`config.mk`:
```
export PLATFORM = sky130hd
export DESIGN_NAME = tcw_engine
export DESIGN_NICKNAME = d
export VERILOG_FILES = /design/src/hdl/tcw_pkg.sv /design/src/hdl/tcw_engine.sv
export SDC_FILE = /design/constraint.sdc
export NUM_CORES = 1
export LEC_CHECK = 0
export CELL_PAD_IN_SITES_DETAIL_PLACEMENT = 1
export CELL_PAD_IN_SITES_GLOBAL_PLACEMENT = 1
export CORE_AREA = 3 3 108 110
export CTS_BUF_LIST = sky130_fd_sc_hd__clkbuf_4 sky130_fd_sc_hd__clkbuf_8
export DETAILED_ROUTE_END_ITERATION = 7
export DIE_AREA = 0 0 111 113
export DONT_BUFFER_PORTS = 1
export GPL_TIMING_DRIVEN = 0
export HOLD_SLACK_MARGIN = 0.12
export PLACE_DENSITY = 0.67
export SYNTH_ARGS = -nofsm -noshare
export SYNTH_HDL_FRONTEND = slang
export SYNTH_SLANG_ARGS = --single-unit
```
`constraint.sdc`:
```
create_clock -name clk -period 3.9 [get_ports clk]
set_input_delay 0.195 -clock clk [delete_from_list [all_inputs] [get_ports clk]]
set_output_delay 0.195 -clock clk [all_outputs]
set_load 0.02 [all_outputs]
```
`src/hdl/tcw_pkg.sv`:
```
// Shared types and constants for the text console writer.
// Standalone package with no dependencies; tcw_engine and text_console_writer use it.
`default_nettype none

package tcw_pkg;

  localparam int CHAR_W    = 8;
  localparam int ATTR_W    = 8;
  localparam int CELL_W    = 11;
  localparam int COL_OUT_W = 7;
  localparam int ROW_OUT_W = 5;

  localparam int IN_TDATA_W  = 24;
  localparam int OUT_TDATA_W = 32;

  localparam logic [CHAR_W-1:0] NEWLINE_CODE = 8'd10;
  localparam logic [ATTR_W-1:0] ATTR_RESET   = 8'h07;

  localparam logic ACT_PUT  = 1'b0;
  localparam logic ACT_READ = 1'b1;

  typedef logic [CHAR_W-1:0]    char_t;
  typedef logic [ATTR_W-1:0]    attr_t;
  typedef logic [CELL_W-1:0]    cell_idx_t;
  typedef logic [COL_OUT_W-1:0] col_out_t;
  typedef logic [ROW_OUT_W-1:0] row_out_t;

  // One finished result as it leaves the engine.
  typedef struct packed {
    logic     scrolled;
    row_out_t row;
    col_out_t column;
    attr_t    cell_attr;
    char_t    cell_char;
  } result_t;

endpackage

`default_nettype wire

```
`src/hdl/tcw_engine.sv`:
```
// Console sequencer: clearing pass, cursor, character writes, reads and scroll copy.
// Uses tcw_pkg; drives the ports of tcw_screen_ram from text_console_writer.
`default_nettype none

module tcw_engine #(
  parameter int COLUMNS = 80,
  parameter int ROWS    = 25,
  localparam int CELLS  = COLUMNS * ROWS,
  localparam int AW     = $clog2(CELLS)
) (
  input  wire logic              clk,
  input  wire logic              rst_n,
  input  wire logic              in_valid,
  output      logic              in_ready,
  input  wire logic              in_action,
  input  wire tcw_pkg::char_t    in_char,
  input  wire tcw_pkg::cell_idx_t in_cell,
  input  wire tcw_pkg::attr_t    attr,
  output      logic              res_valid,
  input  wire logic              res_ready,
  output      tcw_pkg::result_t  res,
  output      logic              ram_wr_en,
  output      logic [AW-1:0]     ram_wr_addr,
  output      logic [15:0]       ram_wr_data,
  output      logic [AW-1:0]     ram_rd_addr,
  input  wire logic [15:0]       ram_rd_data
);

  localparam int CW   = $clog2(COLUMNS);
  localparam int RW   = $clog2(ROWS + 1);
  localparam int MOVE = (ROWS - 1) * COLUMNS;

  typedef logic [AW-1:0] addr_t;
  typedef logic [CW-1:0] col_t;
  typedef logic [RW-1:0] row_t;

  localparam logic [2:0] S_CLEAR  = 3'd0;
  localparam logic [2:0] S_IDLE   = 3'd1;
  localparam logic [2:0] S_RDWAIT = 3'd2;
  localparam logic [2:0] S_SCROLL = 3'd3;
  localparam logic [2:0] S_DRAIN  = 3'd4;
  localparam logic [2:0] S_PUT    = 3'd5;
  localparam logic [2:0] S_RESP   = 3'd6;

  logic [2:0]      state_r, state_nxt;
  col_t            col_r, col_nxt;
  row_t            row_r, row_nxt;
  addr_t           cnt_r, cnt_nxt;
  logic            wb_v_r, wb_v_nxt;
  addr_t           wb_addr_r, wb_addr_nxt;
  logic            wb_zero_r, wb_zero_nxt;
  logic            scrolled_r, scrolled_nxt;
  tcw_pkg::char_t  char_r, char_nxt;
  tcw_pkg::char_t  rd_char_r, rd_char_nxt;
  tcw_pkg::attr_t  rd_attr_r, rd_attr_nxt;
  addr_t           put_pos;

  assign put_pos = addr_t'(addr_t'(row_r) * addr_t'(COLUMNS) + addr_t'(col_r));

  always_comb begin
    state_nxt    = state_r;
    col_nxt      = col_r;
    row_nxt      = row_r;
    cnt_nxt      = cnt_r;
    wb_v_nxt     = 1'b0;
    wb_addr_nxt  = wb_addr_r;
    wb_zero_nxt  = wb_zero_r;
    scrolled_nxt = scrolled_r;
    char_nxt     = char_r;
    rd_char_nxt  = rd_char_r;
    rd_attr_nxt  = rd_attr_r;

    unique case (state_r)
      S_CLEAR: begin
        cnt_nxt = addr_t'(cnt_r + 1'b1);
        if (cnt_r == addr_t'(CELLS - 1)) begin
          state_nxt = S_IDLE;
        end
      end
      S_IDLE: begin
        if (in_valid) begin
          scrolled_nxt = 1'b0;
          rd_char_nxt  = '0;
          rd_attr_nxt  = '0;
          char_nxt     = in_char;
          if (in_action == tcw_pkg::ACT_READ) begin
            // The read was launched this cycle from the input index.
            state_nxt = (32'(in_cell) < 32'(CELLS)) ? S_RDWAIT : S_RESP;
          end else if (in_char == tcw_pkg::NEWLINE_CODE) begin
            col_nxt = '0;
            if (row_r < row_t'(ROWS)) begin
              row_nxt = row_t'(row_r + 1'b1);
            end
            state_nxt = S_RESP;
          end else if (row_r >= row_t'(ROWS)) begin
            scrolled_nxt = 1'b1;
            cnt_nxt      = '0;
            state_nxt    = S_SCROLL;
          end else begin
            state_nxt = S_PUT;
          end
        end
      end
      S_RDWAIT: begin
        rd_char_nxt = ram_rd_data[7:0];
        rd_attr_nxt = ram_rd_data[15:8];
        state_nxt   = S_RESP;
      end
      S_SCROLL: begin
        // Cell cnt is read one row down now and written back next cycle;
        // the last row gets zeros through the same write-back slot.
        wb_v_nxt    = 1'b1;
        wb_addr_nxt = cnt_r;
        wb_zero_nxt = (32'(cnt_r) >= 32'(MOVE));
        cnt_nxt     = addr_t'(cnt_r + 1'b1);
        if (cnt_r == addr_t'(CELLS - 1)) begin
          state_nxt = S_DRAIN;
        end
      end
      S_DRAIN: begin
        col_nxt   = '0;
        row_nxt   = row_t'(ROWS - 1);
        state_nxt = S_PUT;
      end
      S_PUT: begin
        if (col_r == col_t'(COLUMNS - 1)) begin
          col_nxt = '0;
          row_nxt = row_t'(row_r + 1'b1);
        end else begin
          col_nxt = col_t'(col_r + 1'b1);
        end
        state_nxt = S_RESP;
      end
      S_RESP: begin
        if (res_ready) begin
          state_nxt = S_IDLE;
        end
      end
      default: begin
        state_nxt = S_IDLE;
      end
    endcase
  end

  // Write port: scroll write-back first, then the clearing pass, then a put.
  always_comb begin
    ram_wr_en   = 1'b0;
    ram_wr_addr = put_pos;
    ram_wr_data = {attr, char_r};
    if (wb_v_r) begin
      ram_wr_en   = 1'b1;
      ram_wr_addr = wb_addr_r;
      ram_wr_data = wb_zero_r ? 16'h0000 : ram_rd_data;
    end else if (state_r == S_CLEAR) begin
      ram_wr_en   = 1'b1;
      ram_wr_addr = cnt_r;
      ram_wr_data = 16'h0000;
    end else if (state_r == S_PUT) begin
      ram_wr_en = 1'b1;
    end
  end

  assign ram_rd_addr = (state_r == S_SCROLL) ? addr_t'(cnt_r + addr_t'(COLUMNS))
                                             : addr_t'(in_cell);

  always_ff @(posedge clk) begin
    if (!rst_n) begin
      state_r    <= S_CLEAR;
      col_r      <= '0;
      row_r      <= '0;
      cnt_r      <= '0;
      wb_v_r     <= 1'b0;
      scrolled_r <= 1'b0;
    end else begin
      state_r    <= state_nxt;
      col_r      <= col_nxt;
      row_r      <= row_nxt;
      cnt_r      <= cnt_nxt;
      wb_v_r     <= wb_v_nxt;
      scrolled_r <= scrolled_nxt;
    end
  end

  always_ff @(posedge clk) begin
    wb_addr_r <= wb_addr_nxt;
    wb_zero_r <= wb_zero_nxt;
    char_r    <= char_nxt;
    rd_char_r <= rd_char_nxt;
    rd_attr_r <= rd_attr_nxt;
  end

  assign in_ready      = (state_r == S_IDLE);
  assign res_valid     = (state_r == S_RESP);
  assign res.scrolled  = scrolled_r;
  assign res.row       = tcw_pkg::row_out_t'(row_r);
  assign res.column    = tcw_pkg::col_out_t'(col_r);
  assign res.cell_attr = rd_attr_r;
  assign res.cell_char = rd_char_r;

endmodule

`default_nettype wire

```
Word level (Yosys, flattened, before mapping)
Index checks and enable logic that the tools add are counted.
{ "classes": {"n_lt_le_gt_ge": 4, "n_reduce_logical": 12, "mul": 1, "n_eq_ne": 19, "mux": 41, "add_sub_neg": 5} }
{ "op_table": {"columns": ["cell", "n"], "rows": [
  ["two-way mux 11 bit", 7],
  ["two-way mux 16 bit", 3],
  ["one-hot mux 8 bit (2 select lines)", 2],
  ["two-way mux 7 bit", 4],
  ["two-way mux 5 bit", 5],
  ["two-way mux 3 bit", 8],
  ["one-hot mux 11 bit (2 select lines)", 1],
  ["one-hot mux 7 bit (3 select lines)", 1],
  ["one-hot mux 3 bit (6 select lines)", 1],
  ["one-hot mux 5 bit (3 select lines)", 1],
  ["!= test 2 bit, second input constant", 6],
  ["adder 11 x 1 -> 11 bit, second input constant", 1],
  ["adder 11 x 7 -> 11 bit", 1],
  ["adder 11 x 7 -> 11 bit, second input constant", 1],
  ["equality test 11 bit, second input constant", 1],
  [">= comparator 11 bit, second input constant", 1],
  ["less-than comparator 11 bit, second input constant", 1],
  ["equality test 3 bit, second input constant", 3],
  ["equality test 8 x 4 -> 1 bit, second input constant", 1],
  ["two-way mux 8 bit", 1],
  ["!= test 2 x 1 -> 1 bit, second input constant", 4],
  ["AND reduction 4 bit", 2],
  ["adder 7 x 1 -> 7 bit, second input constant", 1],
  ["equality test 7 bit, second input constant", 1],
  ["other kinds (14)", 24]
]} }
{ "totals": {"out_inout_bits": 70, "wordCells": 93, "regBits": 64} }

Longest topological paths before layout
Gate-level depths: netlist (run 1).
{ "depth": {"ltp_word": 6, "ltp_mapped": 8, "depth_no_buf": 8} }

Least setup slack after synthesis (run 1)
No wires, ideal clock.
{ "synth_timing": {"path_kind": "flip-flop to output port", "start": "register row_r[1]", "end": "output ram_wr_addr[10]", "path_buffers": 0, "setup_slack_ps": 1091, "arrival_ps": 2614, "path_stages_with_launch": 9, "path_cell_list": "dfxtp_1 -> ha_1 -> ha_1 -> fa_1 -> xor2_1 -> o2111ai_1 -> xnor3_1 -> mux2i_1 -> o21ai_0"} }
{ "synth_via": {"elab_chain_len": 4} }
{ "synth_rtl": {"columns": ["element", "line_no", "text"], "rows": [
  ["from (decl)", "tcw_engine.sv:47", "row_t row_r, row_nxt;"],
  ["from (signal assigned)", "tcw_engine.sv:177", "row_r <= row_nxt;"],
  ["multiplier 5 x 3 -> 7 bit", "tcw_engine.sv:58", "assign put_pos = addr_t'(addr_t'(row_r) * addr_t'(COLUMNS) + addr_t'(col_r));"],
  ["adder 11 x 7 -> 11 bit", "tcw_engine.sv:58", null],
  ["two-way mux 11 bit", "tcw_engine.sv:154", "end else if (state_r == S_CLEAR) begin"],
  ["two-way mux 11 bit", "tcw_engine.sv:150", "if (wb_v_r) begin"],
  ["to (decl)", "tcw_engine.sv:23", "output logic [AW-1:0] ram_wr_addr,"]
]} }
Every way passes these cells.

Worst setup path after layout (run 1)
{ "layout_timing": {"start": "register row_r[3]", "end": "output ram_wr_addr[10]"} }
Same word-level chain as after synthesis.

==> qor.yml, run 1 <==
synth_edf_count: 36
ios: 118
grt_antenna_before_repair: 0
cp_num_cells: 8
drt-total-wl_um: 11100
cts_sinks: 64
n_antenna_cell: 0
drc_errors: 0
clk_pin_slew_ns: 0.07
dp_slack_ns: 0.808
syn_area_um2: 3760
seq_area_frac_synth: 0.437
fin_crit_sh: 0.876
finalWeightedCongestion: 0.823
clk_latency_ns: 0.35
netlist_instances: 371
status: "finished, final reports clean"
finClkSkew_ns: 0.00802
postCtsSetupBuffers: 0
die_width_um: 111
fmaxAchievable_ghz: 0.293
core_area_um2: 10800
synth_flop_cell: "edfxtp_1"
path_cells: "ha_1 -> ha_1 -> fa_1 -> xor2_1 -> o2111ai_1 -> xnor3_1 -> mux2i_1 -> o21ai_0"
yosysWarnings: 0
crit_top_cell: "ha_1"
ys_async_sr_fraction: 0
drtAntennaViolNets: 0
power_leakage_nw: 1.64
worstRegToRegCells: 5
ys_types: 63
hp-class: "input pin to register"
grt_pass1_vias: 3166
cts_tree: "yes"
cts_resized: 0
dieArea_um2: 12500
syn-num-nets: 437
post-dp-hpwl_um: 8060
synth.avg_cell_area_um2: 10.1
cts_root_buf: "clkbuf_8"
cts_max_level: 3
cp_slowest_stage_delay_ns: 0.59
start_kind: "register"
hold_viol_final: 0
viasPerCell: 5.37
rows: 38
portBuffers: 0
grt_pass1_wl_um: 17800
start_util: 0.348
arrival_ns: 3.22
cap_viol_max_count: 0
drt_iter0_markers: 169
cp.buffers_inverters: 0
crit_type: "register to primary output"
vias: 2969
areaGrowthSynthToFinish_pct: 16.5
cp-end-kind: "primary output"
critPathTopFamily: "adder cells"
worst_path_max_delay_cell: "dfxtp_1"
setup_violations: 0
layout-drive-gt1-share: 0.111
report.final.slew_viol_count: 0
crit_path_max_fanout: 6
avgRoutedWirePerCell_um: 20.1
hold_depth: 2
max-vdd-ir-drop_mv: 0.229
slew_headroom: 0.386
synth_seq_cells: 64
grtUsageTotal: 0.180
period_needed_ns: 3.42
power.density_nw_per_um2: 677
hold_buffers: 26
die_h_um: 113
firstDrtPassIters: 4
overflow: 0
cts_buffers: 9
cp.required_ns: 3.70
fin_tns_setup_ns: 0
grt_max_degree: 17
setup_ws_ns: 0.485
final_nets: 474
clockBufferDepth: 2
rsz0062_at_grt: "no"
worst_slew_pin_slew_ns: 0.914
[path summary, 6_finish.rpt]
kind                     end  startpoint  slack, ns
min reg2reg     wb_addr_r[8]    cnt_r[8]       0.44
max          ram_wr_addr[10]    row_r[3]       0.48
min               state_r[0]   res_ready       0.15
max reg2reg     rd_attr_r[1]  state_r[1]       1.46
[routing by layer]
metal | global-route usage | wire length, µm | vias up
li1 | - | - | 1411
met3 | 0.0508 | 739 | 8
met5 | 0 | 0 | -
met4 | 0.0542 | 129 | 0
met1 | 0.206 | 4540 | 1452
met2 | 0.328 | 5690 | 98
[per-stage QoR]
step	cell area (µm²)	util	std cells	power, mW	hold WS (ns)
after floorplan	3760	-	371	2.11	0.294
after global placement	3930	0.364	511	2.36	0.294
final	4380	0.406	553	2.97	0.155
after global routing	4380	0.406	553	3.15	0.161
after CTS	4380	0.406	553	3.00	0.134
after detailed placement	3930	0.364	511	2.40	0.294
[cells by family after synthesis]
kind of cell / Yosys count / synth area share
AOI/OAI and AO/OA: 80 / 0.152
xor gates and xnor gates: 26 / 0.0642
adders and majority gates: 18 / 0.0639
buffers and inverters: 33 / 0.0443
DFF: 64 / 0.437
muxes: 11 / 0.0306
and+or+nand+nor: 139 / 0.208
[power breakdown]
| group | internal [mW] | leakage [nW] | switching [mW] |
|---|---|---|---|
| clock network | 0.288 | 0.0901 | 0.277 |
| registers | 0.872 | 0.565 | 0.174 |
| logic | 0.452 | 0.981 | 0.901 |
[synthesized netlist by cell type (2+ instances only)]
master,number,area share
a21o_1,3,0.0060
a21oi_1,17,0.023
a22o_1,16,0.037
a311oi_1,2,0.0047
a31oi_1,3,0.0050
and2_1,18,0.030
and4bb_2,2,0.0067
buf_2,4,0.0053
buf_4,3,0.0060
buf_6,2,0.0060
clkbuf_1,9,0.0090
dfxtp_1,28,0.15
edfxtp_1,36,0.29
fa_1,2,0.011
ha_1,16,0.053
inv_1,13,0.013
mux2_2,4,0.012
mux2i_1,7,0.019
nand2_1,43,0.043
nand3_1,11,0.015
nand3b_1,5,0.010
nand4_1,3,0.0050
nor2_1,25,0.025
nor2b_1,4,0.0067
nor3_1,5,0.0067
o2111ai_1,2,0.0047
o21ai_0,25,0.033
or2_2,2,0.0033
or3_1,3,0.0050
or3b_1,2,0.0047
xnor2_1,12,0.028
xor2_1,13,0.030
[placed cells by master (no fill, tap or decap), types with 4 or more instances in the layout]
cell type / Yosys / routed
buf_2: 4 / 4
xnor2_1: 12 / 12
clkbuf_8: 0 / 9
nand3_1: 11 / 11
and2_1: 18 / 18
inv_1: 13 / 13
edfxtp_1: 36 / 36
o21ai_0: 25 / 25
nor2_1: 25 / 25
dfxtp_1: 28 / 28
mux2i_1: 7 / 7
mux2_2: 4 / 4
a21oi_1: 17 / 17
nand3b_1: 5 / 5
a22o_1: 16 / 16
xor2_1: 13 / 13
clkbuf_1: 9 / 9
nand2_1: 43 / 43
dlygate4sd3_1: 0 / 26
nor3_1: 5 / 5
nor2b_1: 4 / 4
ha_1: 16 / 16
[cell type report]
| cell class | instances | area [µm²] |
|---|---|---|
| plain buffers | 20 | 118 |
| repair buffers | 26 | 260 |
| clock buffers | 9 | 124 |
| fillers | 1223 | 6410 |
| clock inverters | 7 | 62.6 |
| inverters | 13 | 48.8 |
| multi-input cells | 274 | 1950 |
| flip-flops and latches | 64 | 1640 |
| well taps | 140 | 175 |
[sequential cells by signal (all words and copies together), names as in the netlist]
signal / cells
row_r: 5
state_r: 3
cnt_r: 11
scrolled_r: 1
wb_v_r: 1
rd_attr_r: 8
col_r: 7
wb_zero_r: 1
wb_addr_r: 11
char_r: 8
rd_char_r: 8
(Power assumes the default switching activity.)
==> run 2: changes to the inputs <==
--- a/config.mk
+++ b/config.mk
@@ -7,14 +7,14 @@
 export LEC_CHECK = 0
 export CELL_PAD_IN_SITES_DETAIL_PLACEMENT = 1
 export CELL_PAD_IN_SITES_GLOBAL_PLACEMENT = 1
-export CORE_AREA = 3 3 108 110
+export CORE_AREA = 3 3 88 90
 export CTS_BUF_LIST = sky130_fd_sc_hd__clkbuf_4 sky130_fd_sc_hd__clkbuf_8
 export DETAILED_ROUTE_END_ITERATION = 7
-export DIE_AREA = 0 0 111 113
+export DIE_AREA = 0 0 91 93
 export DONT_BUFFER_PORTS = 1
 export GPL_TIMING_DRIVEN = 0
 export HOLD_SLACK_MARGIN = 0.12
-export PLACE_DENSITY = 0.67
+export PLACE_DENSITY = 0.93
 export SYNTH_ARGS = -nofsm -noshare
 export SYNTH_HDL_FRONTEND = slang
 export SYNTH_SLANG_ARGS = --single-unit
==> qor.yml, run 2 (synthesized netlist as in run 1, its figures left out) <==
cts_max_level: 3  # unchanged
avgRoutedWirePerCell_um: 23.2  # was 20.1 µm
status: "finished, final reports clean"  # unchanged
critPathTopFamily: "adder cells"  # unchanged
hp-class: "input pin to register"  # unchanged
power_mw: 3.18  # was 2.97 mW
drt-total-wl_um: 11900  # was 11100 µm
cap_viol_max_count: 0  # unchanged
cts_tree: "yes"  # unchanged
report.final.slew_viol_count: 0  # unchanged
arrival_ns: 3.27  # was 3.22 ns
firstDrtPassIters: 5  # was 4
p_clk_frac: 0.233  # was 0.191
combPwrFrac: 0.436  # was 0.456
cts_sinks: 64  # unchanged
overflow: 0  # unchanged
reg_top3: "cnt_r x11, wb_addr_r x11"  # unchanged
rsz0062_at_grt: "no"  # unchanged
start_kind: "register"  # unchanged
final_common_cell: "nand2_1"  # unchanged
cp-end-kind: "primary output"  # unchanged
min_from: "rst_n"  # was res_ready
p_int_mw: 1.77  # was 1.61 mW
drt_iter0_markers: 198  # was 169
post-dp-hpwl_um: 7960  # was 8060 µm
grtUsageTotal: 0.288  # was 0.180
cts_buffers: 9  # unchanged
portBuffers: 0  # unchanged
crit_path_max_fanout: 8  # was 6
fin_crit_sh: 0.888  # was 0.876
viasPerCell: 6.06  # was 5.37
core_area_um2: 7140  # was 10800 µm²
die_width_um: 91  # was 111 µm
postCtsSetupBuffers: 0  # unchanged
cp.required_ns: 3.70  # about the same
setup_violations: 0  # unchanged
pwr-share-seq: 0.331  # was 0.353
finClkSkew_ns: 0.0107  # was 0.00802 ns
r2r_start: "state_r[1]"  # unchanged
cp_num_cells: 8  # unchanged
clk_pin_slew_ns: 0.08  # was 0.07 ns
dieArea_um2: 8460  # was 12500 µm²
crit_type: "register to primary output"  # unchanged
clk_latency_ns: 0.37  # was 0.35 ns
min_to: "row_r[2]"  # was state_r[0]
vias: 3105  # was 2969
worst_slew_pin_slew_ns: 0.900  # was 0.914 ns
fin_tns_setup_ns: 0  # unchanged
drc_errors: 0  # unchanged
path_cells: "ha_1 -> ha_1 -> fa_1 -> xor2_1 -> o2111ai_1 -> xnor3_1 -> mux2i_1 -> o21ai_0"  # unchanged
r2r-end: "rd_char_r[5]"  # was rd_attr_r[1]
p_switching_mw: 1.41  # was 1.35 mW
clockBufferDepth: 2  # unchanged
grt_antenna_before_repair: 0  # unchanged
power_leakage_nw: 1.67  # was 1.64 nW
die_h_um: 93  # was 113 µm
cp_slowest_stage_delay_ns: 0.61  # was 0.59 ns
worstRegToRegCells: 5  # unchanged
max-vdd-ir-drop_mv: 0.291  # was 0.229 mV
grt_pass1_wl_um: 19000  # was 17800 µm
final_cell_mix: "nand2_1 (43), edfxtp_1 (36), dfxtp_1 (28)"  # unchanged
period_needed_ns: 3.46  # was 3.42 ns
drtAntennaViolNets: 0  # unchanged
rrSetupSlack_ns: 1.47  # was 1.46 ns
layout-drive-gt1-share: 0.116  # was 0.111
areaGrowthSynthToFinish_pct: 16.9  # was 16.5%
fmaxAchievable_ghz: 0.289  # was 0.293 GHz
hold_viol_final: 0  # unchanged
power.density_nw_per_um2: 723  # was 677 nW/µm²
final_nets: 474  # unchanged
grt_max_degree: 17  # unchanged
n_antenna_cell: 0  # unchanged
utilization: 0.616  # was 0.406
start_util: 0.527  # was 0.348
rows: 31  # was 38
grt_pass1_vias: 3407  # was 3166
ios: 118  # unchanged
worst_path_max_delay_cell: "dfxtp_1"  # unchanged
finalWeightedCongestion: 0.879  # was 0.823
cp.buffers_inverters: 0  # unchanged
slew_headroom: 0.394  # was 0.386
crit_top_cell: "ha_1"  # unchanged
hold_depth: 3  # was 2
swShare: 0.443  # was 0.456
cts_root_buf: "clkbuf_8"  # unchanged
run 2: worst max-delay path by stage:
stage | endpoint | from
global placement | ram_wr_addr[10] | row_r[1]
finish | ram_wr_addr[10] | row_r[1]
floorplan | ram_wr_addr[10] | row_r[1]
detailed placement | ram_wr_addr[10] | row_r[1]
global route | ram_wr_addr[10] | row_r[1]
CTS | ram_wr_addr[10] | row_r[1]
run 2: metal layers:
metal / track usage / vias up / wire [µm] / share of wire
li1: - / 1406 / - / -
met1: 0.328 / 1532 / 4580 / 0.39
met2: 0.523 / 135 / 6210 / 0.52
met3: 0.0660 / 32 / 726 / 0.061
met4: 0.116 / 0 / 350 / 0.029
met5: 0 / - / 0 / 0
run 2: timing repair:
item                      4_1_cts  5_1_grt
hold endpoints to repair       35        0
gates resized for setup         0        0
hold buffers                   26        0
run 2: stage by stage:
step / area (µm²) / std cells / setup slack (ns) / hold slack (ns)
after floorplan: 3760 / 371 / 1.09 / 0.294
after global placement: 3880 / 470 / 0.914 / 0.294
after detailed placement: 3880 / 470 / 0.807 / 0.294
after CTS: 4400 / 512 / 0.423 / 0.133
after global routing: 4400 / 512 / 0.297 / 0.134
final: 4400 / 512 / 0.436 / 0.133
run 2: area by class of cell:
type	count	area [µm²]
Timing Repair Buffer	26	260
Tap cell	99	124
Clock inverter	6	115
Sequential cell	64	1640
Fill cell	804	2740
Multi-Input combinational cell	274	1950
Inverter	13	48.8
Clock buffer	10	138
Buffer	20	118
run 2: worst reg2reg max path: stages, from the launching register on:
cell,delay (ns)
dfxtp_1,0.36
buf_4,0.20
nor3b_4,0.64
nand2_1,0.17
inv_1,0.29
or2_2,0.43
run 2: power by group through the flow:
stage | sequential [mW] | clock [mW] | combinational, mW
2_1_floorplan | 1.03 | 0 | 1.09
3_3_place_gp | 1.05 | 0 | 1.27
3_5_place_dp | 1.06 | 0 | 1.33
4_1_cts | 1.05 | 0.736 | 1.36
5_1_grt | 1.07 | 0.768 | 1.50
6_report | 1.05 | 0.739 | 1.39
